$ cat src/hdl/lrk_pkg.sv
// Shared types, constants and the step microprogram of the Lorenz RK4 unit.
// No dependencies; every other file but lrk_req_if uses this package.
`default_nettype none

package lrk_pkg;

   // Fixed point format: signed Q16.32 in a 48-bit word.
   localparam int WORD_BITS      = 48;
   localparam int FRAC_BITS      = 32;
   localparam int STEP_BITS      = 47;
   localparam int HALF_BITS      = WORD_BITS / 2;
   localparam int HI_BITS        = WORD_BITS - HALF_BITS;
   localparam int PROD_BITS      = 2 * WORD_BITS;
   // Divide-by-six operand: word plus offset, rounded up to whole nibbles.
   localparam int DIV_BITS       = ((WORD_BITS + 5) / 4) * 4;
   localparam int DIV_STEPS      = DIV_BITS / 4;
   localparam int DIV_CNT_BITS   = $clog2(DIV_STEPS + 1);
   localparam int RF_DEPTH       = 16;
   localparam int RF_ADDR_BITS   = $clog2(RF_DEPTH);
   localparam int CSR_INDEX_BITS = 3;
   localparam int CSR_DATA_BITS  = WORD_BITS;
   localparam int PROG_LEN       = 80;
   localparam int PC_BITS        = $clog2(PROG_LEN);

   typedef logic signed [WORD_BITS-1:0] word_type;
   typedef logic [STEP_BITS-1:0]        step_type;

   localparam word_type WORD_MAX = word_type'({1'b0, {(WORD_BITS-1){1'b1}}});
   localparam word_type WORD_MIN = word_type'({1'b1, {(WORD_BITS-1){1'b0}}});

   // Register defaults: h = 0.0001, init = (0, 1, 0), sigma 10, rho 28, beta 8/3.
   localparam step_type RST_STEP_SIZE = step_type'(64'd429497);
   localparam word_type RST_INIT_X    = word_type'(64'sd0);
   localparam word_type RST_INIT_Y    = word_type'(64'sd4294967296);
   localparam word_type RST_INIT_Z    = word_type'(64'sd0);
   localparam word_type RST_SIGMA     = word_type'(64'sd42949672960);
   localparam word_type RST_RHO       = word_type'(64'sd120259084288);
   localparam word_type RST_BETA      = word_type'(64'sd11453246123);

   typedef enum logic [CSR_INDEX_BITS-1:0] {
      CSR_STEP_SIZE = 3'd0,
      CSR_INIT_X    = 3'd1,
      CSR_INIT_Y    = 3'd2,
      CSR_INIT_Z    = 3'd3,
      CSR_SIGMA     = 3'd4,
      CSR_RHO       = 3'd5,
      CSR_BETA      = 3'd6
   } csr_idx_type;

   typedef enum logic [2:0] {
      OPC_ADD   = 3'd0,
      OPC_SUB   = 3'd1,
      OPC_MUL   = 3'd2,
      OPC_HALF  = 3'd3,
      OPC_SIXTH = 3'd4
   } opc_type;

   // Operand / destination locations. Codes below LOC_POSX are register file slots.
   typedef enum logic [4:0] {
      LOC_PX    = 5'd0,
      LOC_PY    = 5'd1,
      LOC_PZ    = 5'd2,
      LOC_T0    = 5'd3,
      LOC_T1    = 5'd4,
      LOC_T2    = 5'd5,
      LOC_T3    = 5'd6,
      LOC_KX    = 5'd7,
      LOC_KY    = 5'd8,
      LOC_KZ    = 5'd9,
      LOC_SX    = 5'd10,
      LOC_SY    = 5'd11,
      LOC_SZ    = 5'd12,
      LOC_CX    = 5'd13,
      LOC_CY    = 5'd14,
      LOC_CZ    = 5'd15,
      LOC_POSX  = 5'd16,
      LOC_POSY  = 5'd17,
      LOC_POSZ  = 5'd18,
      LOC_SIGMA = 5'd19,
      LOC_RHO   = 5'd20,
      LOC_BETA  = 5'd21,
      LOC_H     = 5'd22
   } loc_type;

   typedef struct packed {
      opc_type opc;
      loc_type src_a;
      loc_type src_b;
      loc_type dst;
   } uop_type;

   typedef enum logic [2:0] {
      ST_IDLE  = 3'd0,
      ST_ISSUE = 3'd1,
      ST_EXEC  = 3'd2,
      ST_WAIT  = 3'd3,
      ST_DONE  = 3'd4
   } state_type;

   typedef enum logic [2:0] {
      MP_IDLE = 3'd0,
      MP_LO   = 3'd1,
      MP_HI   = 3'd2,
      MP_SUM  = 3'd3,
      MP_OUT  = 3'd4
   } mul_phase_type;

   typedef struct packed {
      logic                    rd_en;
      logic [RF_ADDR_BITS-1:0] raddr_a;
      logic [RF_ADDR_BITS-1:0] raddr_b;
      logic                    we;
      logic [RF_ADDR_BITS-1:0] waddr;
   } rf_ctl_type;

   function automatic logic is_rf_loc(loc_type loc);
      return loc < LOC_POSX;
   endfunction

   // One RK4 step. Stage 0 reads the state directly and leaves k1 in S;
   // stage 1 adds 2*k2 to S; stage 2 keeps 2*k3 in C; stage 3 finishes.
   localparam uop_type PROG [PROG_LEN] = '{
      // stage 0: derivatives at the state
      '{OPC_SUB,   LOC_POSY,  LOC_POSX, LOC_T0},
      '{OPC_MUL,   LOC_SIGMA, LOC_T0,   LOC_T0},
      '{OPC_SUB,   LOC_RHO,   LOC_POSZ, LOC_T1},
      '{OPC_MUL,   LOC_POSX,  LOC_T1,   LOC_T1},
      '{OPC_SUB,   LOC_T1,    LOC_POSY, LOC_T1},
      '{OPC_MUL,   LOC_POSX,  LOC_POSY, LOC_T2},
      '{OPC_MUL,   LOC_BETA,  LOC_POSZ, LOC_T3},
      '{OPC_SUB,   LOC_T2,    LOC_T3,   LOC_T2},
      '{OPC_MUL,   LOC_H,     LOC_T0,   LOC_SX},
      '{OPC_MUL,   LOC_H,     LOC_T1,   LOC_SY},
      '{OPC_MUL,   LOC_H,     LOC_T2,   LOC_SZ},
      '{OPC_HALF,  LOC_SX,    LOC_SX,   LOC_T0},
      '{OPC_ADD,   LOC_POSX,  LOC_T0,   LOC_PX},
      '{OPC_HALF,  LOC_SY,    LOC_SY,   LOC_T0},
      '{OPC_ADD,   LOC_POSY,  LOC_T0,   LOC_PY},
      '{OPC_HALF,  LOC_SZ,    LOC_SZ,   LOC_T0},
      '{OPC_ADD,   LOC_POSZ,  LOC_T0,   LOC_PZ},
      // stage 1
      '{OPC_SUB,   LOC_PY,    LOC_PX,   LOC_T0},
      '{OPC_MUL,   LOC_SIGMA, LOC_T0,   LOC_T0},
      '{OPC_SUB,   LOC_RHO,   LOC_PZ,   LOC_T1},
      '{OPC_MUL,   LOC_PX,    LOC_T1,   LOC_T1},
      '{OPC_SUB,   LOC_T1,    LOC_PY,   LOC_T1},
      '{OPC_MUL,   LOC_PX,    LOC_PY,   LOC_T2},
      '{OPC_MUL,   LOC_BETA,  LOC_PZ,   LOC_T3},
      '{OPC_SUB,   LOC_T2,    LOC_T3,   LOC_T2},
      '{OPC_MUL,   LOC_H,     LOC_T0,   LOC_KX},
      '{OPC_MUL,   LOC_H,     LOC_T1,   LOC_KY},
      '{OPC_MUL,   LOC_H,     LOC_T2,   LOC_KZ},
      '{OPC_HALF,  LOC_KX,    LOC_KX,   LOC_T0},
      '{OPC_ADD,   LOC_POSX,  LOC_T0,   LOC_PX},
      '{OPC_HALF,  LOC_KY,    LOC_KY,   LOC_T0},
      '{OPC_ADD,   LOC_POSY,  LOC_T0,   LOC_PY},
      '{OPC_HALF,  LOC_KZ,    LOC_KZ,   LOC_T0},
      '{OPC_ADD,   LOC_POSZ,  LOC_T0,   LOC_PZ},
      '{OPC_ADD,   LOC_KX,    LOC_KX,   LOC_T0},
      '{OPC_ADD,   LOC_SX,    LOC_T0,   LOC_SX},
      '{OPC_ADD,   LOC_KY,    LOC_KY,   LOC_T0},
      '{OPC_ADD,   LOC_SY,    LOC_T0,   LOC_SY},
      '{OPC_ADD,   LOC_KZ,    LOC_KZ,   LOC_T0},
      '{OPC_ADD,   LOC_SZ,    LOC_T0,   LOC_SZ},
      // stage 2
      '{OPC_SUB,   LOC_PY,    LOC_PX,   LOC_T0},
      '{OPC_MUL,   LOC_SIGMA, LOC_T0,   LOC_T0},
      '{OPC_SUB,   LOC_RHO,   LOC_PZ,   LOC_T1},
      '{OPC_MUL,   LOC_PX,    LOC_T1,   LOC_T1},
      '{OPC_SUB,   LOC_T1,    LOC_PY,   LOC_T1},
      '{OPC_MUL,   LOC_PX,    LOC_PY,   LOC_T2},
      '{OPC_MUL,   LOC_BETA,  LOC_PZ,   LOC_T3},
      '{OPC_SUB,   LOC_T2,    LOC_T3,   LOC_T2},
      '{OPC_MUL,   LOC_H,     LOC_T0,   LOC_KX},
      '{OPC_MUL,   LOC_H,     LOC_T1,   LOC_KY},
      '{OPC_MUL,   LOC_H,     LOC_T2,   LOC_KZ},
      '{OPC_ADD,   LOC_POSX,  LOC_KX,   LOC_PX},
      '{OPC_ADD,   LOC_POSY,  LOC_KY,   LOC_PY},
      '{OPC_ADD,   LOC_POSZ,  LOC_KZ,   LOC_PZ},
      '{OPC_ADD,   LOC_KX,    LOC_KX,   LOC_CX},
      '{OPC_ADD,   LOC_KY,    LOC_KY,   LOC_CY},
      '{OPC_ADD,   LOC_KZ,    LOC_KZ,   LOC_CZ},
      // stage 3 and state update
      '{OPC_SUB,   LOC_PY,    LOC_PX,   LOC_T0},
      '{OPC_MUL,   LOC_SIGMA, LOC_T0,   LOC_T0},
      '{OPC_SUB,   LOC_RHO,   LOC_PZ,   LOC_T1},
      '{OPC_MUL,   LOC_PX,    LOC_T1,   LOC_T1},
      '{OPC_SUB,   LOC_T1,    LOC_PY,   LOC_T1},
      '{OPC_MUL,   LOC_PX,    LOC_PY,   LOC_T2},
      '{OPC_MUL,   LOC_BETA,  LOC_PZ,   LOC_T3},
      '{OPC_SUB,   LOC_T2,    LOC_T3,   LOC_T2},
      '{OPC_MUL,   LOC_H,     LOC_T0,   LOC_KX},
      '{OPC_MUL,   LOC_H,     LOC_T1,   LOC_KY},
      '{OPC_MUL,   LOC_H,     LOC_T2,   LOC_KZ},
      '{OPC_ADD,   LOC_CX,    LOC_KX,   LOC_CX},
      '{OPC_ADD,   LOC_CY,    LOC_KY,   LOC_CY},
      '{OPC_ADD,   LOC_CZ,    LOC_KZ,   LOC_CZ},
      '{OPC_ADD,   LOC_SX,    LOC_CX,   LOC_SX},
      '{OPC_ADD,   LOC_SY,    LOC_CY,   LOC_SY},
      '{OPC_ADD,   LOC_SZ,    LOC_CZ,   LOC_SZ},
      '{OPC_SIXTH, LOC_SX,    LOC_SX,   LOC_SX},
      '{OPC_SIXTH, LOC_SY,    LOC_SY,   LOC_SY},
      '{OPC_SIXTH, LOC_SZ,    LOC_SZ,   LOC_SZ},
      '{OPC_ADD,   LOC_POSX,  LOC_SX,   LOC_POSX},
      '{OPC_ADD,   LOC_POSY,  LOC_SY,   LOC_POSY},
      '{OPC_ADD,   LOC_POSZ,  LOC_SZ,   LOC_POSZ}
   };

endpackage

`default_nettype wire

$ cat src/hdl/lrk_regfile.sv
// Scratch register file: 16 words, one write port, two registered read ports.
// Depends on lrk_pkg.
`default_nettype none

module lrk_regfile (
   input  wire logic                clock,
   input  wire lrk_pkg::rf_ctl_type ctl,
   input  wire lrk_pkg::word_type   wdata,
   output lrk_pkg::word_type        rdata_a,
   output lrk_pkg::word_type        rdata_b
);
   import lrk_pkg::*;

   word_type mem [RF_DEPTH];
   word_type rdata_a_ff;
   word_type rdata_b_ff;

   always_ff @(posedge clock) begin
      if (ctl.we) begin
         mem[ctl.waddr] <= wdata;
      end
   end

   always_ff @(posedge clock) begin
      if (ctl.rd_en) begin
         rdata_a_ff <= mem[ctl.raddr_a];
         rdata_b_ff <= mem[ctl.raddr_b];
      end
   end

   assign rdata_a = rdata_a_ff;
   assign rdata_b = rdata_b_ff;

endmodule

`default_nettype wire

$ cat config.mk
export PLATFORM = sky130hd
export DESIGN_NAME = lrk_regfile
export DESIGN_NICKNAME = d
export VERILOG_FILES = /design/src/hdl/lrk_pkg.sv /design/src/hdl/lrk_regfile.sv
export SDC_FILE = /design/constraint.sdc
export NUM_CORES = 1
export LEC_CHECK = 0
export BUFFER_PORTS_ARGS = -buffer_cell sky130_fd_sc_hd__buf_2
export CORE_ASPECT_RATIO = 0.9
export CORE_MARGIN = 1
export CORE_UTILIZATION = 25
export CTS_CLUSTER_DIAMETER = 40
export DETAILED_ROUTE_END_ITERATION = 8
export PLACE_DENSITY = 0.4
export SYNTH_ARGS = -nofsm -noshare
export SYNTH_HDL_FRONTEND = slang
export SYNTH_SLANG_ARGS = --single-unit
$ cat constraint.sdc
create_clock -name clock -period 5.8 [get_ports clock]
set_clock_uncertainty 0.15 [all_clocks]
set_input_delay 0 -clock clock [delete_from_list [all_inputs] [get_ports clock]]
set_output_delay 0 -clock clock [all_outputs]
set_load 0.01 [all_outputs]
# After elaboration in Yosys (flattened, before gate mapping)
# Memory sizes are Yosys's and may differ from the RTL's. A register that Yosys moved wholly into a read port is not among the register bits.
# Cells that the tools add are included.
# word_totals
mem_bits_rw	768
ff_bits	0
in_bits	63
elab_cells	3
n_memories	1
out_inout_bits	96
# mem_list
memory	words	width	rd	rd_clocked_by_memory_dff	write_ports	line_no	text
mem	16	48	2	2	1	lrk_regfile.sv:14	word_type mem [RF_DEPTH];
# op_classes
mux	2
# op_table
operator	n
1-bit 2-to-1 mux	2

# Logic depth before layout (Yosys ltp)
# Gate-level depths: netlist of the first run.
# logic_depth
ltp_word	2
mapped_depth	6

# Worst setup path before layout of the first run
# Ideal clock, no wire load.
# synth_path
path_kind	input port to flip-flop
start	input ctl[2] in the netlist's numbering
end	memory mem[0][0] in the netlist's numbering, enable pin
path_buffers	0
setup_slack_ns	1.346
path_stages	2
setup_time_ns	0.513
arrival_time_ns	3.791
path_cell_list	or3b_2 -> nor3_1
# synth_lines
item	line_no	text
from (decl)	lrk_regfile.sv:7	input wire lrk_pkg::rf_ctl_type ctl,
to (decl)	lrk_regfile.sv:14	
# Straight into the memory's write port.

==> reports/metrics.csv, run 1 <==
metric,value,unit
# rows,133,
Root Buffer Master,clkbuf_16,
Synth Area in Simple Gates,1.387,%
r2r endpoint,rdata_a[17],
Clock transition at path regs,50,ps
Starting DRT DRC Count,1746,
area grow syn2layout,23.78,%
worst path cell trace,dlygate4sd3_1 > buf_8 > buf_4 > mux4_2 > a22oi_1 > dlygate4sd3_1 > nand2_1,
Yosys top cell area share,69.83,%
Critical Path AT,3350,ps
Cell variety after synth,17,
crit path time final,2989,ps
"EDFF count, synth",864,
critical path launch point type,primary input,
Critical Path Start,ctl[9],
setup violators final,0,
placed wire-length estimate,62130,um
Clock Latency Late Sink,760,ps
Sequential Area,25940,um^2
vias in the first global route,21850,
Synth area leaders,"edfxtp_1, mux4_2, a22oi_1",
die width,408.4,um
via-per-instance ratio,4.898,
status,"complete, no violations",
CP required,6160,ps
sequential element share of the synthesized area,69.83,%
post-synthesis compound-gate area fraction,3.879,%
# port buffers,158,
WHS Endpoint,rdata_b[10],
Antenna Nets Post-Route,0,
I/O pin count,159,
CTS tree,done,
post-synthesis instance total,1693,
clk buf depth,3,
via count,20000,
worst-margin pin slew,1139,ps
DR WL/cell,29.29,um
worst vdd ir,0.1939,mV
hold slack,41.72,ps
crit path kind,in -> reg,
endpoints failing hold,0,
postcts setup bufs,0,
cell taking the most area after synthesis,edfxtp_1,
Netlist Area Pre-Place,37160,um^2
asr flop ratio synth,0,%
fill count,14170,
Crit path top cell by count,dlygate4sd3_1,
largest net degree at the start of global routing,97,
nets@finish,2069,
Pleak,14.75,nW
clock buffer count from CTS,148,
Worst Path Max Fanout,54,
Critical Path End Type,flip-flop,
most frequent cell after synthesis,edfxtp_1,
initial core utilization,25.32,%
setup repair after global routing missed its margin,no,
max incr delay on CP,830,ps
Worst Hold Launch,ctl[5],
initial antenna violation count,11,
Syn Nets,1756,
Slew Limit Fails,0,
Num Clock Sinks,864,
HP Class,in -> reg,
PD cells,361.3,nW/um^2
max_cap viols,0,
final WL,119600,um
H-tree lvl count,4,
die area,150200,um^2
cell depth of the worst hold path,4,
Most used DFF post-synth,edfxtp_1,
Post-Synth XOR/XNOR Area,0,%
relative slew slack,23.91,%
remaining global-route overflow,0,
worst reg2reg path depth,4,
multiplexer area fraction after synthesis,23.28,%
largest family of logic cells by synthesized area,multiplexers,
register bit total from synthesis,864,
syn avg cell area,21.95,um^2
setup tns final,0,ps
TritonRoute pass-1 iters,5,
core box area,146800,um^2
slowest stage cell on the critical path,buf_4,
layout cell share with drive strength beyond 1,39.74,%
worst r2r src,mem[0][17],
r2r setup slk,3740,ps
All-Layer GR Usage,15.94,%
period utilisation layout,51.53,%
Die Y,367.7,um
multi-input combinational cell area,10770,um^2
Synth warnings,0,
Peak Freq,0.3346,GHz
first-pass GRT wire length,168200,um
Post-synth top cells,"edfxtp_1, mux4_2, a22oi_1, nand2_1, clkbuf_1",
routability cong.,0.7194,
synthesized-area fraction occupied by adder cells,0,%
DRC violations left,0,
==> repair_timing <==
item / in CTS / in global routing
hold endpoints to repair: 1072 / 0
gates resized for setup: 0 / 0
hold buffers: 77 / 0
endpoints found under the setup margin: 0 / 0
==> worst max-delay path by stage <==
stage | endpoint | slack, ps | depth (start not counted)
6_report | rdata_a[17] | 2810 | 7
5_1_grt | rdata_a[17] | 2600 | 7
3_3_place_gp | rdata_a[18] | 3000 | 5
2_1_floorplan | mem[0][0] | 1350 | 2
4_1_cts | rdata_a[17] | 2750 | 7
3_5_place_dp | rdata_a[21] | 3000 | 5
==> layout make-up <==
class | instances | area share, %
diodes | 2 | 0.01088
clock buffers | 166 | 8.431
clock inverters | 102 | 1.888
multi-input cells | 703 | 23.41
flip-flops and latches | 864 | 56.41
well taps | 1957 | 5.324
repair buffers | 289 | 4.527
==> report_power, final <==
group          internal [mW]  total, mW  switching [mW]
Combinational          0.465       1.12           0.650
Sequential              7.08       7.16          0.0776
Clock                   5.21       8.34            3.13
==> per-layer routing <==
layer / part of all wire (%) / routed length [um] / global-route usage [%]
met1: 43 / 51840 / 21.14
met2: 48 / 57860 / 25.62
met3: 5.7 / 6868 / 3.735
met4: 2.5 / 2982 / 5.308
met5: 0.032 / 38 / 0
==> sequential cells by signal, indices dropped and copies added, names as in the netlist <==
| name | count |
|---|---|
| rdata_a | 48 |
| rdata_b | 48 |
| mem | 768 |
==> through the flow <==
step	cells	area, um^2	power [mW]	setup slack (ps)	util [%]
after global placement	3736	40470	8.368	3002	27.57
after floorplan	1693	37160	7.880	1346	-
after global routing	4081	45990	17.17	2603	31.33
after detailed placement	3736	40470	8.379	3004	27.57
after CTS	4081	45990	16.87	2747	31.33
final	4083	45990	16.62	2811	31.34
==> critical path: cells and delay by family <==
family | cells | cell delay [ps]
multiplexers | 1 | 610
AND/OR/NAND/NOR | 1 | 50
AO/OA/AOI/OAI | 1 | 180
buffers and inverters | 4 | 2460
==> cells by family after synthesis <==
group,Yosys count
DFF,864
muxes,384
AOI/OAI and AO/OA,192
and+or+nand+nor,127
buffers and inverters,126
==> cell usage in the layout (no fill, tap or decap), drive strengths merged <==
cell type / count
nor2: 14
clkinv: 63
buf: 210
nand2b: 2
nand3b: 2
nand2: 97
clkinvlp: 17
a22oi: 192
or3b: 1
clkbuf: 168
nor3: 4
inv: 13
mux4: 384
edfxtp: 864
nand3: 1
diode: 2
bufinv: 9
and2: 2
dlygate4sd3: 77
nor2b: 4
Note: power is estimated with default switching activity, not from simulation.
==> inputs of run 2 (changes only) <==
==> constraint.sdc (replaced) <==
create_clock -name clock -period 2.99 [get_ports clock]
set_clock_uncertainty 0.15 [all_clocks]
set_input_delay 0 -clock clock [delete_from_list [all_inputs] [get_ports clock]]
set_output_delay 0 -clock clock [all_outputs]
set_load 0.01 [all_outputs]
==> run 2 against run 1 <==
Against the previous run:
- utilization rose by 0.90 points
- setup slack got worse by 2300 ps
- critical path depth fell by 1
- wire length fell by 0.94%
- via count rose by 0.18%
- global-route usage fell by 0.057 points
- sequential share of layout area fell by 1.6 points
- largest power group unchanged
==> reports/metrics.csv, run 2 (synthesis gave the netlist of run 1 again) <==
metric,value,unit,change
status,"complete, no violations",,
routability cong.,0.7194,,unchanged
Clock transition at path regs,50,ps,about the same
HP Class,in -> reg,,
initial core utilization,25.32,%,unchanged
setup repair after global routing missed its margin,no,,
I/O pin count,159,,unchanged
via count,20030,,+0.18%
r2r setup slk,920,ps,-2820 ps
crit path time final,2493,ps,
remaining global-route overflow,0,,unchanged
# resized after CTS,0,,unchanged
worst path cell trace,dlygate4sd3_1 > buf_2 > or3b_2 > dlygate4sd3_1 > nor2_4 > buf_12,,
vias in the first global route,22170,,+1.5%
Largest Register,mem,,
Critical Path End Type,flip-flop,,
DRC violations left,0,,unchanged
clock buffer count from CTS,149,,+0.68%
highest-count cells in the layout ignoring fill and taps,"edfxtp_1, mux4_2, a22oi_1",,
Slew Limit Fails,0,,unchanged
post-route cell area,47310,um^2,+2.9%
layout cell share with drive strength beyond 1,41.31,%,+1.6 points
crit path kind,in -> reg,,
worst vdd ir,0.4999,mV,+160%
Largest register FFs,768,,unchanged
Pleak,15.30,nW,+3.8%
max incr delay on CP,710,ps,-120 ps
Critical Path AT,2750,ps,-600 ps
endpoints failing hold,0,,unchanged
die width,408.4,um,unchanged
"CP delay by family, top",buffers and inverters,,
CTS tree,done,,
die area,150200,um^2,unchanged
relative slew slack,46.48,%,+23 points
slowest stage cell on the critical path,dlygate4sd3_1,,
Clock Latency Late Sink,740,ps,-20 ps
"commonest non-fill, non-tap cell in the layout",edfxtp_1,,
Worst Path Max Fanout,23,,-57%
largest net degree at the start of global routing,49,,-49%
first-pass GRT wire length,169000,um,+0.47%
Die Y,367.7,um,unchanged
critical path launch point type,primary input,,
max_cap viols,0,,unchanged
placed wire-length estimate,67310,um,+8.3%
area grow syn2layout,27.32,%,
worst-margin pin slew,802.8,ps,-335.9 ps
clk buf depth,3,,unchanged
DR WL/cell,28.70,um,-2.0%
Num Clock Sinks,864,,unchanged
postcts setup bufs,0,,unchanged
Antenna Nets Post-Route,0,,unchanged
H-tree lvl count,4,,unchanged
core box area,146800,um^2,unchanged
Peak Freq,0.4012,GHz,
dpl ws,713.4,ps,-2291 ps
Starting DRT DRC Count,1433,,-18%
crit path buf inv count,4,,unchanged
TritonRoute pass-1 iters,5,,unchanged
# rows,133,,unchanged
CP required,3250,ps,-2910 ps
# port buffers,158,,unchanged
Root Buffer Master,clkbuf_16,,
Crit path top cell by count,dlygate4sd3_1,,
setup violators final,0,,unchanged
Placed Area,41230,um^2,+1.9%
All-Layer GR Usage,15.88,%,-0.057 points
nets@finish,2112,,+2.1%
final WL,118500,um,-0.94%
via-per-instance ratio,4.853,,-0.91%
initial antenna violation count,9,,-2
PD cells,716.0,nW/um^2,+98%
period utilisation layout,83.37,%,
Final WS setup,497.2,ps,-2314 ps
CTS Hold Buffers Added,81,,+5.2%
[run 2: changes by cell type in the layout (fill, tap and decap cells not counted), sizes merged]
cell / change
buf: +38
bufinv: +15
clkbuf: -4
clkinv: -5
clkinvlp: -1
dlygate4sd3: +4
inv: -2
[run 2: worst paths after layout]
path                      end  depth (start not counted)   startpoint
setup / recovery   mem[3][38]                          6       ctl[2]
hold reg to reg   rdata_a[39]                          3  mem[15][39]
hold / removal     mem[0][23]                          2    wdata[23]
setup reg to reg  rdata_b[26]                          4   mem[3][26]
[run 2: per-stage QoR]
step | hold slack, ps | TNS (ps) | instances | total power [mW] | utilization, %
finish | 52.67 | 0 | 4128 | 33.87 | 32.23
global route | 28.08 | 0 | 4127 | 34.98 | 32.23
CTS | 2.362 | 0 | 4126 | 34.33 | 32.23
detailed placement | 242.6 | 0 | 3774 | 16.34 | 28.09
global placement | 230.1 | 0 | 3774 | 16.31 | 28.09
floorplan | -51.13 | -23210 | 1693 | 15.28 | -
[run 2: power breakdown]
| part | leakage (nW) | internal [mW] | switching, mW |
|---|---|---|---|
| sequential | 7.90 | 13.7 | 0.160 |
| combinational | 4.91 | 0.973 | 1.27 |
| clock | 2.49 | 11.3 | 6.38 |
[run 2: worst reg2reg max path, stage by stage, from the launching register on]
cell and delay (ps):
edfxtp_1 390, mux4_2 480, a22oi_1 190, nand2_1 70, dlygate4sd3_1 550
[run 2: layout make-up]
class                           count  area, um^2
Antenna cell                        2       5.005
Clock buffer                      162        3777
Clock inverter                    109        1483
Fill cell                       13990       99470
Multi-Input combinational cell    703       10790
Sequential cell                   864       25940
Tap cell                         1957        2449
Timing Repair Buffer              331        2858
[run 2: layer usage]
metal | vias to the layer above | global-route usage (%) | routed length [um]
met5 | - | 0 | 54
met3 | 188 | 3.564 | 6788
met4 | 10 | 4.149 | 2281
li1 | 8265 | - | -
met2 | 630 | 25.55 | 57250
met1 | 10940 | 21.60 | 52090
