--- src/hdl/lrk_pkg.sv ---
// Shared types, constants and the step microprogram of the Lorenz RK4 unit.
// No dependencies; every other file but lrk_req_if uses this package.
`default_nettype none

package lrk_pkg;

   // Fixed point format: signed Q16.32 in a 48-bit word.
   localparam int WORD_BITS      = 48;
   localparam int FRAC_BITS      = 32;
   localparam int STEP_BITS      = 47;
   localparam int HALF_BITS      = WORD_BITS / 2;
   localparam int HI_BITS        = WORD_BITS - HALF_BITS;
   localparam int PROD_BITS      = 2 * WORD_BITS;
   // Divide-by-six operand: word plus offset, rounded up to whole nibbles.
   localparam int DIV_BITS       = ((WORD_BITS + 5) / 4) * 4;
   localparam int DIV_STEPS      = DIV_BITS / 4;
   localparam int DIV_CNT_BITS   = $clog2(DIV_STEPS + 1);
   localparam int RF_DEPTH       = 16;
   localparam int RF_ADDR_BITS   = $clog2(RF_DEPTH);
   localparam int CSR_INDEX_BITS = 3;
   localparam int CSR_DATA_BITS  = WORD_BITS;
   localparam int PROG_LEN       = 80;
   localparam int PC_BITS        = $clog2(PROG_LEN);

   typedef logic signed [WORD_BITS-1:0] word_type;
   typedef logic [STEP_BITS-1:0]        step_type;

   localparam word_type WORD_MAX = word_type'({1'b0, {(WORD_BITS-1){1'b1}}});
   localparam word_type WORD_MIN = word_type'({1'b1, {(WORD_BITS-1){1'b0}}});

   // Register defaults: h = 0.0001, init = (0, 1, 0), sigma 10, rho 28, beta 8/3.
   localparam step_type RST_STEP_SIZE = step_type'(64'd429497);
   localparam word_type RST_INIT_X    = word_type'(64'sd0);
   localparam word_type RST_INIT_Y    = word_type'(64'sd4294967296);
   localparam word_type RST_INIT_Z    = word_type'(64'sd0);
   localparam word_type RST_SIGMA     = word_type'(64'sd42949672960);
   localparam word_type RST_RHO       = word_type'(64'sd120259084288);
   localparam word_type RST_BETA      = word_type'(64'sd11453246123);

   typedef enum logic [CSR_INDEX_BITS-1:0] {
      CSR_STEP_SIZE = 3'd0,
      CSR_INIT_X    = 3'd1,
      CSR_INIT_Y    = 3'd2,
      CSR_INIT_Z    = 3'd3,
      CSR_SIGMA     = 3'd4,
      CSR_RHO       = 3'd5,
      CSR_BETA      = 3'd6
   } csr_idx_type;

   typedef enum logic [2:0] {
      OPC_ADD   = 3'd0,
      OPC_SUB   = 3'd1,
      OPC_MUL   = 3'd2,
      OPC_HALF  = 3'd3,
      OPC_SIXTH = 3'd4
   } opc_type;

   // Operand / destination locations. Codes below LOC_POSX are register file slots.
   typedef enum logic [4:0] {
      LOC_PX    = 5'd0,
      LOC_PY    = 5'd1,
      LOC_PZ    = 5'd2,
      LOC_T0    = 5'd3,
      LOC_T1    = 5'd4,
      LOC_T2    = 5'd5,
      LOC_T3    = 5'd6,
      LOC_KX    = 5'd7,
      LOC_KY    = 5'd8,
      LOC_KZ    = 5'd9,
      LOC_SX    = 5'd10,
      LOC_SY    = 5'd11,
      LOC_SZ    = 5'd12,
      LOC_CX    = 5'd13,
      LOC_CY    = 5'd14,
      LOC_CZ    = 5'd15,
      LOC_POSX  = 5'd16,
      LOC_POSY  = 5'd17,
      LOC_POSZ  = 5'd18,
      LOC_SIGMA = 5'd19,
      LOC_RHO   = 5'd20,
      LOC_BETA  = 5'd21,
      LOC_H     = 5'd22
   } loc_type;

   typedef struct packed {
      opc_type opc;
      loc_type src_a;
      loc_type src_b;
      loc_type dst;
   } uop_type;

   typedef enum logic [2:0] {
      ST_IDLE  = 3'd0,
      ST_ISSUE = 3'd1,
      ST_EXEC  = 3'd2,
      ST_WAIT  = 3'd3,
      ST_DONE  = 3'd4
   } state_type;

   typedef enum logic [2:0] {
      MP_IDLE = 3'd0,
      MP_LO   = 3'd1,
      MP_HI   = 3'd2,
      MP_SUM  = 3'd3,
      MP_OUT  = 3'd4
   } mul_phase_type;

   typedef struct packed {
      logic                    rd_en;
      logic [RF_ADDR_BITS-1:0] raddr_a;
      logic [RF_ADDR_BITS-1:0] raddr_b;
      logic                    we;
      logic [RF_ADDR_BITS-1:0] waddr;
   } rf_ctl_type;

   function automatic logic is_rf_loc(loc_type loc);
      return loc < LOC_POSX;
   endfunction

   // One RK4 step. Stage 0 reads the state directly and leaves k1 in S;
   // stage 1 adds 2*k2 to S; stage 2 keeps 2*k3 in C; stage 3 finishes.
   localparam uop_type PROG [PROG_LEN] = '{
      // stage 0: derivatives at the state
      '{OPC_SUB,   LOC_POSY,  LOC_POSX, LOC_T0},
      '{OPC_MUL,   LOC_SIGMA, LOC_T0,   LOC_T0},
      '{OPC_SUB,   LOC_RHO,   LOC_POSZ, LOC_T1},
      '{OPC_MUL,   LOC_POSX,  LOC_T1,   LOC_T1},
      '{OPC_SUB,   LOC_T1,    LOC_POSY, LOC_T1},
      '{OPC_MUL,   LOC_POSX,  LOC_POSY, LOC_T2},
      '{OPC_MUL,   LOC_BETA,  LOC_POSZ, LOC_T3},
      '{OPC_SUB,   LOC_T2,    LOC_T3,   LOC_T2},
      '{OPC_MUL,   LOC_H,     LOC_T0,   LOC_SX},
      '{OPC_MUL,   LOC_H,     LOC_T1,   LOC_SY},
      '{OPC_MUL,   LOC_H,     LOC_T2,   LOC_SZ},
      '{OPC_HALF,  LOC_SX,    LOC_SX,   LOC_T0},
      '{OPC_ADD,   LOC_POSX,  LOC_T0,   LOC_PX},
      '{OPC_HALF,  LOC_SY,    LOC_SY,   LOC_T0},
      '{OPC_ADD,   LOC_POSY,  LOC_T0,   LOC_PY},
      '{OPC_HALF,  LOC_SZ,    LOC_SZ,   LOC_T0},
      '{OPC_ADD,   LOC_POSZ,  LOC_T0,   LOC_PZ},
      // stage 1
      '{OPC_SUB,   LOC_PY,    LOC_PX,   LOC_T0},
      '{OPC_MUL,   LOC_SIGMA, LOC_T0,   LOC_T0},
      '{OPC_SUB,   LOC_RHO,   LOC_PZ,   LOC_T1},
      '{OPC_MUL,   LOC_PX,    LOC_T1,   LOC_T1},
      '{OPC_SUB,   LOC_T1,    LOC_PY,   LOC_T1},
      '{OPC_MUL,   LOC_PX,    LOC_PY,   LOC_T2},
      '{OPC_MUL,   LOC_BETA,  LOC_PZ,   LOC_T3},
      '{OPC_SUB,   LOC_T2,    LOC_T3,   LOC_T2},
      '{OPC_MUL,   LOC_H,     LOC_T0,   LOC_KX},
      '{OPC_MUL,   LOC_H,     LOC_T1,   LOC_KY},
      '{OPC_MUL,   LOC_H,     LOC_T2,   LOC_KZ},
      '{OPC_HALF,  LOC_KX,    LOC_KX,   LOC_T0},
      '{OPC_ADD,   LOC_POSX,  LOC_T0,   LOC_PX},
      '{OPC_HALF,  LOC_KY,    LOC_KY,   LOC_T0},
      '{OPC_ADD,   LOC_POSY,  LOC_T0,   LOC_PY},
      '{OPC_HALF,  LOC_KZ,    LOC_KZ,   LOC_T0},
      '{OPC_ADD,   LOC_POSZ,  LOC_T0,   LOC_PZ},
      '{OPC_ADD,   LOC_KX,    LOC_KX,   LOC_T0},
      '{OPC_ADD,   LOC_SX,    LOC_T0,   LOC_SX},
      '{OPC_ADD,   LOC_KY,    LOC_KY,   LOC_T0},
      '{OPC_ADD,   LOC_SY,    LOC_T0,   LOC_SY},
      '{OPC_ADD,   LOC_KZ,    LOC_KZ,   LOC_T0},
      '{OPC_ADD,   LOC_SZ,    LOC_T0,   LOC_SZ},
      // stage 2
      '{OPC_SUB,   LOC_PY,    LOC_PX,   LOC_T0},
      '{OPC_MUL,   LOC_SIGMA, LOC_T0,   LOC_T0},
      '{OPC_SUB,   LOC_RHO,   LOC_PZ,   LOC_T1},
      '{OPC_MUL,   LOC_PX,    LOC_T1,   LOC_T1},
      '{OPC_SUB,   LOC_T1,    LOC_PY,   LOC_T1},
      '{OPC_MUL,   LOC_PX,    LOC_PY,   LOC_T2},
      '{OPC_MUL,   LOC_BETA,  LOC_PZ,   LOC_T3},
      '{OPC_SUB,   LOC_T2,    LOC_T3,   LOC_T2},
      '{OPC_MUL,   LOC_H,     LOC_T0,   LOC_KX},
      '{OPC_MUL,   LOC_H,     LOC_T1,   LOC_KY},
      '{OPC_MUL,   LOC_H,     LOC_T2,   LOC_KZ},
      '{OPC_ADD,   LOC_POSX,  LOC_KX,   LOC_PX},
      '{OPC_ADD,   LOC_POSY,  LOC_KY,   LOC_PY},
      '{OPC_ADD,   LOC_POSZ,  LOC_KZ,   LOC_PZ},
      '{OPC_ADD,   LOC_KX,    LOC_KX,   LOC_CX},
      '{OPC_ADD,   LOC_KY,    LOC_KY,   LOC_CY},
      '{OPC_ADD,   LOC_KZ,    LOC_KZ,   LOC_CZ},
      // stage 3 and state update
      '{OPC_SUB,   LOC_PY,    LOC_PX,   LOC_T0},
      '{OPC_MUL,   LOC_SIGMA, LOC_T0,   LOC_T0},
      '{OPC_SUB,   LOC_RHO,   LOC_PZ,   LOC_T1},
      '{OPC_MUL,   LOC_PX,    LOC_T1,   LOC_T1},
      '{OPC_SUB,   LOC_T1,    LOC_PY,   LOC_T1},
      '{OPC_MUL,   LOC_PX,    LOC_PY,   LOC_T2},
      '{OPC_MUL,   LOC_BETA,  LOC_PZ,   LOC_T3},
      '{OPC_SUB,   LOC_T2,    LOC_T3,   LOC_T2},
      '{OPC_MUL,   LOC_H,     LOC_T0,   LOC_KX},
      '{OPC_MUL,   LOC_H,     LOC_T1,   LOC_KY},
      '{OPC_MUL,   LOC_H,     LOC_T2,   LOC_KZ},
      '{OPC_ADD,   LOC_CX,    LOC_KX,   LOC_CX},
      '{OPC_ADD,   LOC_CY,    LOC_KY,   LOC_CY},
      '{OPC_ADD,   LOC_CZ,    LOC_KZ,   LOC_CZ},
      '{OPC_ADD,   LOC_SX,    LOC_CX,   LOC_SX},
      '{OPC_ADD,   LOC_SY,    LOC_CY,   LOC_SY},
      '{OPC_ADD,   LOC_SZ,    LOC_CZ,   LOC_SZ},
      '{OPC_SIXTH, LOC_SX,    LOC_SX,   LOC_SX},
      '{OPC_SIXTH, LOC_SY,    LOC_SY,   LOC_SY},
      '{OPC_SIXTH, LOC_SZ,    LOC_SZ,   LOC_SZ},
      '{OPC_ADD,   LOC_POSX,  LOC_SX,   LOC_POSX},
      '{OPC_ADD,   LOC_POSY,  LOC_SY,   LOC_POSY},
      '{OPC_ADD,   LOC_POSZ,  LOC_SZ,   LOC_POSZ}
   };

endpackage

`default_nettype wire

--- src/hdl/lrk_div6.sv ---
// Divide by six, rounded to nearest with ties upward, one nibble per cycle.
// Depends on lrk_pkg. Result and done are valid the cycle after the last step.
`default_nettype none

module lrk_div6 (
   input  wire logic              clock,
   input  wire logic              reset,
   input  wire logic              start,
   input  wire lrk_pkg::word_type value,
   output logic                   done,
   output lrk_pkg::word_type      quot
);
   import lrk_pkg::*;

   // v + 3 + 3*2^W is non-negative; 3*2^W / 6 = 2^(W-1) is removed at the end.
   localparam logic [DIV_BITS-1:0] DIV_OFS =
      (DIV_BITS'(3) << WORD_BITS) + DIV_BITS'(3);

   logic                     busy_ff;
   logic [DIV_CNT_BITS-1:0]  cnt_ff;
   logic [DIV_BITS-1:0]      w_ff, w_in;
   logic [2:0]               rem_ff, rem_in;
   logic [DIV_BITS-1:0]      q_ff, q_in;
   logic [3:0]               digit;
   logic [6:0]               val;

   assign w_in = {{(DIV_BITS-WORD_BITS){value[WORD_BITS-1]}}, value} + DIV_OFS;

   // restoring radix-16 step: remainder stays below six
   always_comb begin
      val = {rem_ff, w_ff[DIV_BITS-1 -: 4]};
      for (int i = 3; i >= 0; i--) begin
         if (val >= (7'(6) << i)) begin
            digit[i] = 1'b1;
            val      = val - (7'(6) << i);
         end else begin
            digit[i] = 1'b0;
         end
      end
      rem_in = val[2:0];
      q_in   = {q_ff[DIV_BITS-5:0], digit};
   end

   always_ff @(posedge clock) begin
      if (reset) begin
         busy_ff <= 1'b0;
         cnt_ff  <= '0;
      end else if (start) begin
         busy_ff <= 1'b1;
         cnt_ff  <= '0;
      end else if (busy_ff) begin
         if (cnt_ff == DIV_CNT_BITS'(DIV_STEPS)) begin
            busy_ff <= 1'b0;
         end else begin
            cnt_ff <= cnt_ff + 1'b1;
         end
      end
   end

   always_ff @(posedge clock) begin
      if (start) begin
         w_ff   <= w_in;
         rem_ff <= '0;
         q_ff   <= '0;
      end else if (busy_ff && cnt_ff != DIV_CNT_BITS'(DIV_STEPS)) begin
         w_ff   <= w_ff << 4;
         rem_ff <= rem_in;
         q_ff   <= q_in;
      end
   end

   assign done = busy_ff && (cnt_ff == DIV_CNT_BITS'(DIV_STEPS));
   assign quot = word_type'({~q_ff[WORD_BITS-1], q_ff[WORD_BITS-2:0]});

endmodule

`default_nettype wire

--- config.mk ---
export PLATFORM = sky130hd
export DESIGN_NAME = lrk_div6
export DESIGN_NICKNAME = d
export VERILOG_FILES = /design/src/hdl/lrk_pkg.sv /design/src/hdl/lrk_div6.sv
export SDC_FILE = /design/constraint.sdc
export NUM_CORES = 1
export LEC_CHECK = 0
export ABC_AREA = 1
export BUFFER_PORTS_ARGS = -buffer_cell sky130_fd_sc_hd__buf_4
export CORE_ASPECT_RATIO = 1.75
export CORE_MARGIN = 10
export CORE_UTILIZATION = 33
export DETAILED_ROUTE_END_ITERATION = 8
export HOLD_SLACK_MARGIN = 0.15
export MAX_ROUTING_LAYER = met4
export PLACE_DENSITY_LB_ADDON = 0.08
export SLEW_MARGIN = 20
export SYNTH_ARGS = -nofsm -noshare
export SYNTH_HDL_FRONTEND = slang
export SYNTH_SLANG_ARGS = --single-unit
export TNS_END_PERCENT = 5
--- constraint.sdc ---
create_clock -name clock -period 4.4 [get_ports clock]
set_input_delay 0.22 -clock clock [delete_from_list [all_inputs] [get_ports clock]]
set_output_delay 0.22 -clock clock [all_outputs]
set_load 0.1 [all_outputs]
* Word-level counts from Yosys, hierarchy flattened
Cells that the tools add are included.
Storage, ports and cells: register bits 108, input bits 51, output and inout bits 49, logic and storage cells 37
Cells by class: add/sub/neg operators 6, $lt $le $gt $ge 4, equality and inequality tests 2, multiplexer cells 13, bitwise operators 2, reductions and logical operators 5
Operator list (number):
- two-way mux 52 bit | 2
- adder 48 x 51 -> 52 bit, second input constant | 1
- two-way mux 7 bit | 3
- >= comparator 7 x 3 -> 1 bit, second input constant | 1
- >= comparator 7 x 4 -> 1 bit, second input constant | 1
- >= comparator 7 x 5 -> 1 bit, second input constant | 1
- >= comparator 7 x 6 -> 1 bit, second input constant | 1
- two-way mux 1 bit | 7
- subtractor 7 x 4 -> 7 bit, second input constant | 1
- subtractor 7 x 5 -> 7 bit, second input constant | 1
- subtractor 7 x 6 -> 7 bit, second input constant | 1
- adder 4 x 1 -> 4 bit, second input constant | 1
- == test 4 bit, second input constant | 1
- != test 4 bit, second input constant | 1
- two-way mux 3 bit | 1
- subtractor 3 bit, second input constant | 1
- logical AND 1 bit | 2
- NOT 1 bit | 2
- AND reduction 2 bit | 1
- nonzero test 2 bit | 1
- OR reduction 2 bit | 1

* Longest topological paths before layout
Gate-level depths: netlist of the first run.
depth after elaboration 8, mapped depth 23, mapped depth without buffers 23

* Least setup slack after synthesis of the first run
OpenSTA, ideal clock, no wires.
path kind reg-to-reg, start point reg cnt_ff[1], end point reg w_ff[0] (enable), setup time 437 ps, arrival time 2633 ps, data required time 3963 ps, slack 1329 ps, stages on the path, launching flop included 9, path buffers 1, period minus slack after synthesis 3071 ps, cells stage by stage dfxtp_1 > inv_1 > ha_1 > nand3_1 > nand2_1 > inv_1 > nor2_1 > inv_1 > clkbuf_1
On the way: longest elaborated chain between the ends 3
RTL lines:
- from (decl) | RTL line lrk_div6.sv:20 | logic [DIV_CNT_BITS-1:0] cnt_ff;
- from (signal assigned) | RTL line lrk_div6.sv:55 | cnt_ff <= cnt_ff + 1'b1;
- != test 4 bit | RTL line lrk_div6.sv:65 | end else if (busy_ff && cnt_ff != DIV_CNT_BITS'(DIV_STEPS)) begin
- logical AND 1 bit | RTL line lrk_div6.sv:65
- nonzero test 2 bit (no line)
- to (signal assigned) | RTL line lrk_div6.sv:62 | w_ff <= w_in;
- to (signal assigned) | RTL line lrk_div6.sv:66 | w_ff <= w_ff << 4;
- to (decl) | RTL line lrk_div6.sv:21 | logic [DIV_BITS-1:0] w_ff, w_in;
Every way passes these cells. A chain may end at the register's enable or synchronous reset.

* Final worst setup path of the first run
start point reg rem_ff[2], end point reg rem_ff[2]
On the way: longest elaborated chain between the ends 8
RTL lines:
- from (decl) | RTL line lrk_div6.sv:22 | logic [2:0] rem_ff, rem_in;
- from (signal assigned) | RTL line lrk_div6.sv:67 | rem_ff <= rem_in;
- subtractor 7 x 6 -> 7 bit / >= comparator 7 x 6 -> 1 bit (equally long branches) | RTL line lrk_div6.sv:35, lrk_div6.sv:33
- two-way mux 7 bit (*) | RTL line lrk_div6.sv:33 | if (val >= (7'(6) << i)) begin
- subtractor 7 x 5 -> 7 bit / >= comparator 7 x 5 -> 1 bit (equally long branches) | RTL line lrk_div6.sv:35, lrk_div6.sv:33
- two-way mux 7 bit (*) | RTL line lrk_div6.sv:33
- subtractor 7 x 4 -> 7 bit / >= comparator 7 x 4 -> 1 bit (equally long branches) | RTL line lrk_div6.sv:35, lrk_div6.sv:33
- two-way mux 7 bit (*) | RTL line lrk_div6.sv:33
- >= comparator 7 x 3 -> 1 bit / subtractor 3 bit (equally long branches) | RTL line lrk_div6.sv:33, lrk_div6.sv:35
- two-way mux 3 bit (*) | RTL line lrk_div6.sv:33
Every way passes the cells marked *; elsewhere a longest branch is shown, timed or not.

==> impl_metrics.py, run 1 <==
metrics = {
    "drt": {
        "drt_iter0_markers": 269,
        "vias_per_cell": 4.79,
        "routed_wl_um": 17800,
        "firstDrtPassIters": 4,
        "ant_nets": 0,
        "vias": 5054,
        "post-route-drc-count": 0,
        "wire_per_inst_um": 16.9,
    },
    "final_layout": {
        "drive_above_1_share": 0.167,
        "layout_common_cells": "nand2_1, inv_1, buf_4",
        "nets": 874,
        "insertedDiodeCount": 0,
        "final_common_cell": "nand2_1",
        "area_growth_pct": 16.4,
        "fillers": 1923,
    },
    "setup_path": {
        "path_common_cell": "nand2_1",
        "crit_buf_inv": 3,
        "startpoint_type": "register",
        "r2r_end": "rem_ff[2]$_SDFFE_PP0P_",
        "crit_required_ns": 4.65,
        "cpMaxStageDelayCell": "dfxtp_1",
        "slowest_delay_ns": 0.45,
        "critical_path_depth": 21,
        "arrival_ns": 3.08,
        "critPathCapture": "rem_ff[2]$_SDFFE_PP0P_",
        "cp_cell_sequence": "o21ai_0, nand2_1, inv_1, ha_1, inv_1, nand2_2, nor2_2, nand2_2, nand2_1, nand2_1, o21ai_1, nand2_1, ha_1, inv_1, nand2_1, a21oi_1, nand3_1, nor2_1, nor2_1, nand2_1, nand2_1",
        "crit_path_start": "rem_ff[2]$_SDFFE_PP0P_",
        "r2r-start": "rem_ff[2]$_SDFFE_PP0P_",
        "critPathKind": "register to register",
        "path_delay_family": "simple AND/OR/NAND/NOR gates",
        "worstSetupEndpointType": "register",
        "cp_max_fo": 7,
        "r2r_setup_slack_ns": 1.58,
        "worstRegToRegCells": 21,
    },
    "timing": {
        "drv_slew": 0,
        "hold_viol": 0,
        "setup_violations": 0,
        "fmax_ghz": 0.354,
        "rsz0062_at_grt": "no",
        "setup_ws_ns": 1.58,
        "setup-tns-final_ns": 0,
        "max-slew-margin-rel": 0.498,
        "whs_ns": 0.196,
        "final.period_utilization": 0.642,
        "max_slew.worst_pin.slew_ns": 0.752,
        "fin_crit_ns": 2.82,
        "finClkSkew_ns": 0.00975,
    },
    "placement": {
        "gp_congestion": 0.926,
        "port_buffers": 99,
        "place_hpwl_um": 14300,
        "place_ws_ns": 1.63,
    },
    "global_routing": {
        "grt_pass1_wl_um": 27800,
        "overflow": 0,
        "antenna_found_initial": 0,
        "grt.total_usage": 0.153,
        "grt_max_degree": 55,
        "grt_pass1_vias": 5358,
    },
    "synth": {
        "synth_top_cell_by_area": "edfxtp_1",
        "synthDistinctLibCells": 34,
        "synth_seq_cells": 108,
        "synth_edf_count": 52,
        "async_flop_share": 0,
        "synth.top_cell.area_share": 0.262,
        "dominantRegCellSynth": "dfxtp_1",
        "netlist_area_sq_um": 5960,
        "syn_inst": 767,
        "synth_area_per_cell_sq_um": 7.77,
        "synth_area_leaders": "edfxtp_1, dfxtp_1, nand2_1",
        "synth_nets": 825,
        "ys_seq_area_frac": 0.450,
        "yosys_warnings": 0,
    },
    "power_and_ir_drop": {
        "p_leak_nw": 2.99,
        "powerDensity_nw_per_um2": 403,
        "vdd_ir_drop_max_mv": 0.224,
    },
    "die": {
        "die_area_sq_um": 24100,
        "die_x_um": 122,
        "core_sq_um": 17900,
        "boundaryPins": 100,
        "num_rows": 65,
        "initial_core_util": 0.333,
        "die_h_um": 198,
    },
    "clocking": {
        "ctsHoldBuffers": 2,
        "cts_buffer_depth": 2,
        "clk_pin_slew_ns": 0.08,
        "cts_setup_buffers": 0,
        "cts.sinks": 108,
        "htree_num_levels": 3,
        "cts_inserted_buffers": 9,
        "cts-resized-gates": 0,
        "clockRootBuffer": "clkbuf_16",
        "cts_tree": "built",
        "clk_latency_ns": 0.36,
    },
    "job": {
        "cap_violations": 0,
    },
    "min_path": {
        "min_path_type": "primary input to register",
    },
    "outcome": {
        "status": "finished clean",
    },
}
[worst min-delay path by stage]
stage,start,endpoint,slack [ns],cells after the start
2_1_floorplan,reset,busy_ff$_SDFF_PP0_,0.29,1
3_3_place_gp,reset,busy_ff$_SDFF_PP0_,0.40,2
3_5_place_dp,reset,busy_ff$_SDFF_PP0_,0.41,2
4_1_cts,value[47],w_ff[48]$_DFFE_PP_,0.19,2
5_1_grt,value[47],w_ff[48]$_DFFE_PP_,0.20,2
6_report,value[47],w_ff[48]$_DFFE_PP_,0.20,2
[worst reg2reg max path, cell delays in order, from the launching register on]
cell and delay (ns):
dfxtp_1 0.45, o21ai_0 0.18, nand2_1 0.11, inv_1 0.06
ha_1 0.19, inv_1 0.07, nand2_2 0.07, nor2_2 0.17
nand2_2 0.13, nand2_1 0.12, nand2_1 0.08, o21ai_1 0.14
nand2_1 0.12, ha_1 0.20, inv_1 0.05, nand2_1 0.06
a21oi_1 0.16, nand3_1 0.09, nor2_1 0.10, nor2_1 0.05
nand2_1 0.09, nand2_1 0.05
[power breakdown]
group | leakage, nW | switching (mW) | total [mW] | internal (mW)
Sequential | 0.985 | 0.0360 | 1.17 | 1.14
Combinational | 1.84 | 0.526 | 0.752 | 0.226
Clock | 0.161 | 0.399 | 0.875 | 0.476
[cell families (layout without fill, tap and decap cells)]
| kind of cell | Yosys count | in the layout | synth area share |
|---|---|---|---|
| AND/OR/NAND/NOR | 343 | 343 | 0.253 |
| XOR/XNOR | 34 | 34 | 0.0499 |
| flip-flops | 108 | 108 | 0.450 |
| buffers and inverters | 185 | 239 | 0.146 |
| adder cells (fa/ha/maj) | 7 | 7 | 0.0147 |
| AO/OA/AOI/OAI | 90 | 90 | 0.0860 |
[registers in the layout, summed over array words and instances, names as in the netlist]
| register | flops |
|---|---|
| w_ff | 52 |
| cnt_ff | 4 |
| q_ff | 48 |
| busy_ff | 1 |
| rem_ff | 3 |
[final cells by class]
class	count	area, sq um	area share
tap	234	293	0.0422
multi-input combinational	474	2410	0.347
sequential	108	2680	0.386
timing repair buffer	104	786	0.113
inverter	119	448	0.0645
clock buffer	12	289	0.0416
clock inverter	4	33.8	0.00487
[metrics by stage]
step | instance area [sq um] | utilization | cells | power, mW
after global routing | 6940 | 0.388 | 1055 | 2.97
after floorplan | 5960 | - | 767 | 1.75
after detailed placement | 6600 | 0.369 | 1037 | 1.95
after CTS | 6940 | 0.388 | 1055 | 2.82
final | 6940 | 0.388 | 1055 | 2.80
after global placement | 6600 | 0.369 | 1037 | 1.93
[routing by layer]
| layer | track usage | wire length (um) | vias up |
|---|---|---|---|
| met2 | 0.289 | 9820 | 141 |
| met3 | 0.0245 | 623 | 34 |
| met1 | 0.146 | 6680 | 2331 |
| met4 | 0.0741 | 657 | 0 |
| li1 | - | - | 2548 |
| met5 | - | 0 | - |
[cell usage after synthesis (2+ instances only)]
| library cell | instances |
|---|---|
| o21ai_0 | 31 |
| or2_1 | 2 |
| nand3_1 | 34 |
| nand2_2 | 4 |
| a31oi_1 | 6 |
| o21ai_1 | 3 |
| nand4_1 | 15 |
| inv_1 | 116 |
| or2_2 | 2 |
| buf_4 | 47 |
| o22ai_1 | 42 |
| a21oi_1 | 7 |
| ha_1 | 7 |
| inv_2 | 2 |
| nor2_2 | 3 |
| xor2_1 | 25 |
| buf_1 | 5 |
| nor2_1 | 51 |
| dfxtp_1 | 56 |
| edfxtp_1 | 52 |
| nor4_1 | 10 |
| xnor2_1 | 9 |
| nor3_1 | 18 |
| nand2_1 | 196 |
| nor2_4 | 2 |
| clkbuf_1 | 14 |
Note: power is estimated with default switching activity, not from simulation.
==> run 2: changes to the inputs <==
clock period = 2.64 ns   (was 4.4 ns; I/O delays follow)
==> run 2 against run 1 <==
Compared with the run above:
- via count increased by 1.9%
- clock-buffer cell count shrank 2
- die area stayed put
- clock skew is essentially flat
- final cell count increased by 2.1%
- flip-flop and latch count stayed put
- core utilization is 1.7 points higher
- largest cell class unchanged
- highest routed layer unchanged
==> impl_metrics.py, run 2 (synthesis results as in run 1) <==
metrics = {
    "final_layout": {
        "largest_reg_flops": 52,
        "fillers": 1902,
        "drive_above_1_share": 0.216,
        "insertedDiodeCount": 0,
        "largestRegisters": "w_ff (52), q_ff (48), cnt_ff (4)",
        "top_register": "w_ff",
        "layout_common_cells": "nand2_1, buf_4, inv_1",
        "nets": 896,
        "post-route-util": 0.405,
        "multiInputGateArea_sq_um": 2520,
        "area_growth_pct": 21.4,
        "register_area_sq_um": 2690,
        "final_common_cell": "nand2_1",
    },
    "clocking": {
        "clockRootBuffer": "clkbuf_16",
        "clk_latency_ns": 0.35,
        "cts.sinks": 108,
        "cts_tree": "built",
        "cts_inserted_buffers": 9,
        "htree_num_levels": 3,
        "cts_buffer_depth": 2,
        "clk_pin_slew_ns": 0.08,
    },
    "drt": {
        "vias": 5149,
        "routed_wl_um": 17900,
        "firstDrtPassIters": 5,
        "vias_per_cell": 4.78,
        "drt_iter0_markers": 295,
        "ant_nets": 0,
        "post-route-drc-count": 0,
        "wire_per_inst_um": 16.6,
    },
    "setup_path": {
        "cp_cell_sequence": "dlygate4sd3_1, buf_4, inv_1, ha_1, or2_1, nor2_4, nand2_2, nor4_4, buf_4, nand3_2, nor2_4, nand3_1, xor2_1, nand2_1, nand2_1",
        "crit_buf_inv": 4,
        "cpMaxStageDelayCell": "dlygate4sd3_1",
        "worstSetupEndpointType": "register",
        "path_delay_family": "simple AND/OR/NAND/NOR gates",
        "cp_max_fo": 6,
        "critPathKind": "primary input to register",
        "arrival_ns": 2.63,
        "startpoint_type": "primary input",
        "crit_required_ns": 2.75,
        "slowest_delay_ns": 0.53,
    },
    "global_routing": {
        "grt_max_degree": 54,
        "grt_pass1_wl_um": 27000,
        "grt_pass1_vias": 5217,
        "overflow": 0,
        "antenna_found_initial": 0,
        "grt.total_usage": 0.150,
    },
    "timing": {
        "fmax_ghz": 0.397,
        "fin_crit_ns": 2.52,
        "drv_slew": 0,
        "whs_ns": 0.168,
        "final.period_utilization": 0.954,
        "rsz0062_at_grt": "yes",
        "max_slew.worst_pin.slew_ns": 0.555,
        "setup_violations": 0,
        "hold_viol": 0,
        "max-slew-margin-rel": 0.630,
        "finClkSkew_ns": 0.00936,
    },
    "die": {
        "initial_core_util": 0.333,
        "die_h_um": 198,
        "num_rows": 65,
        "die_area_sq_um": 24100,
        "boundaryPins": 100,
        "die_x_um": 122,
        "core_sq_um": 17900,
    },
    "job": {
        "cap_violations": 0,
    },
    "min_path": {
        "min_path_type": "primary input to register",
    },
    "placement": {
        "port_buffers": 99,
        "place_hpwl_um": 14100,
        "gp_congestion": 0.959,
    },
    "power_and_ir_drop": {
        "p_leak_nw": 3.10,
        "powerDensity_nw_per_um2": 680,
        "vdd_ir_drop_max_mv": 0.377,
    },
    "outcome": {
        "status": "finished clean",
    },
}
## run 2: routing by layer
| layer | GRT usage | vias up | share of wire |
|---|---|---|---|
| met5 | - | - | 0 |
| met4 | 0.0643 | 0 | 0.032 |
| met3 | 0.0257 | 24 | 0.035 |
| met2 | 0.285 | 134 | 0.56 |
| met1 | 0.142 | 2398 | 0.37 |
| li1 | - | 2593 | - |
## run 2: stage by stage
stage	power [mW]	area [sq um]	TNS, ns	worst slack, ns	std cells
after floorplan	2.91	5960	0	0.266	767
after global placement	3.24	6710	0	0.0403	1050
after detailed placement	3.26	6710	-0.0422	-0.0289	1050
after CTS	4.71	7080	0	0.0111	1071
after global routing	5.22	7240	-0.158	-0.0608	1077
final	4.92	7240	0	0.121	1077
## run 2: what timing repair did
item                                   4_1_cts  5_1_grt
setup buffers                                0        6
endpoints found under the hold margin        9        0
pin swaps                                    0       11
hold buffers                                 5        0
resized for setup                            2       38
setup endpoints to repair                    3        6
## run 2: final timing paths
path	start	endpoint	slack, ns	cells past startpoint
min reg2reg	cnt_ff[3]$_SDFFE_PP0P_	cnt_ff[3]$_SDFFE_PP0P_	0.45	1
max	value[0]	w_ff[42]$_DFFE_PP_	0.12	15
min	value[3]	w_ff[3]$_SDFFCE_PN0P_	0.17	3
max reg2reg	rem_ff[1]$_SDFFE_PP0P_	rem_ff[1]$_SDFFE_PP0P_	0.13	20
## run 2: final cells by class
type | count | area share
well taps | 234 | 0.0404
flip-flops and latches | 108 | 0.372
clock inverters | 6 | 0.00916
clock buffers | 10 | 0.0346
multi-input cells | 474 | 0.348
inverters | 119 | 0.0622
repair buffers | 126 | 0.134
## run 2: where the power goes
| group | total, mW | switching, mW | internal [mW] |
|---|---|---|---|
| Sequential | 1.96 | 0.0629 | 1.90 |
| Combinational | 1.55 | 1.01 | 0.532 |
| Clock | 1.41 | 0.687 | 0.727 |
## run 2: worst register-to-register path, stage by stage, from the launching register on
cell and delay, ns:
dfxtp_4 0.36, o21ai_2 0.20, nand2_2 0.10, inv_2 0.08
ha_4 0.15, inv_4 0.04, nand2_4 0.07, nand2_1 0.11
o21ai_0 0.31, nand4_1 0.15, nand2_1 0.16, ha_2 0.19
inv_2 0.03, nand2_2 0.07, inv_1 0.04, nand2_1 0.06
nor2_1 0.05, nand3_2 0.07, nand2_1 0.06, nand2_1 0.07
nand2_1 0.04
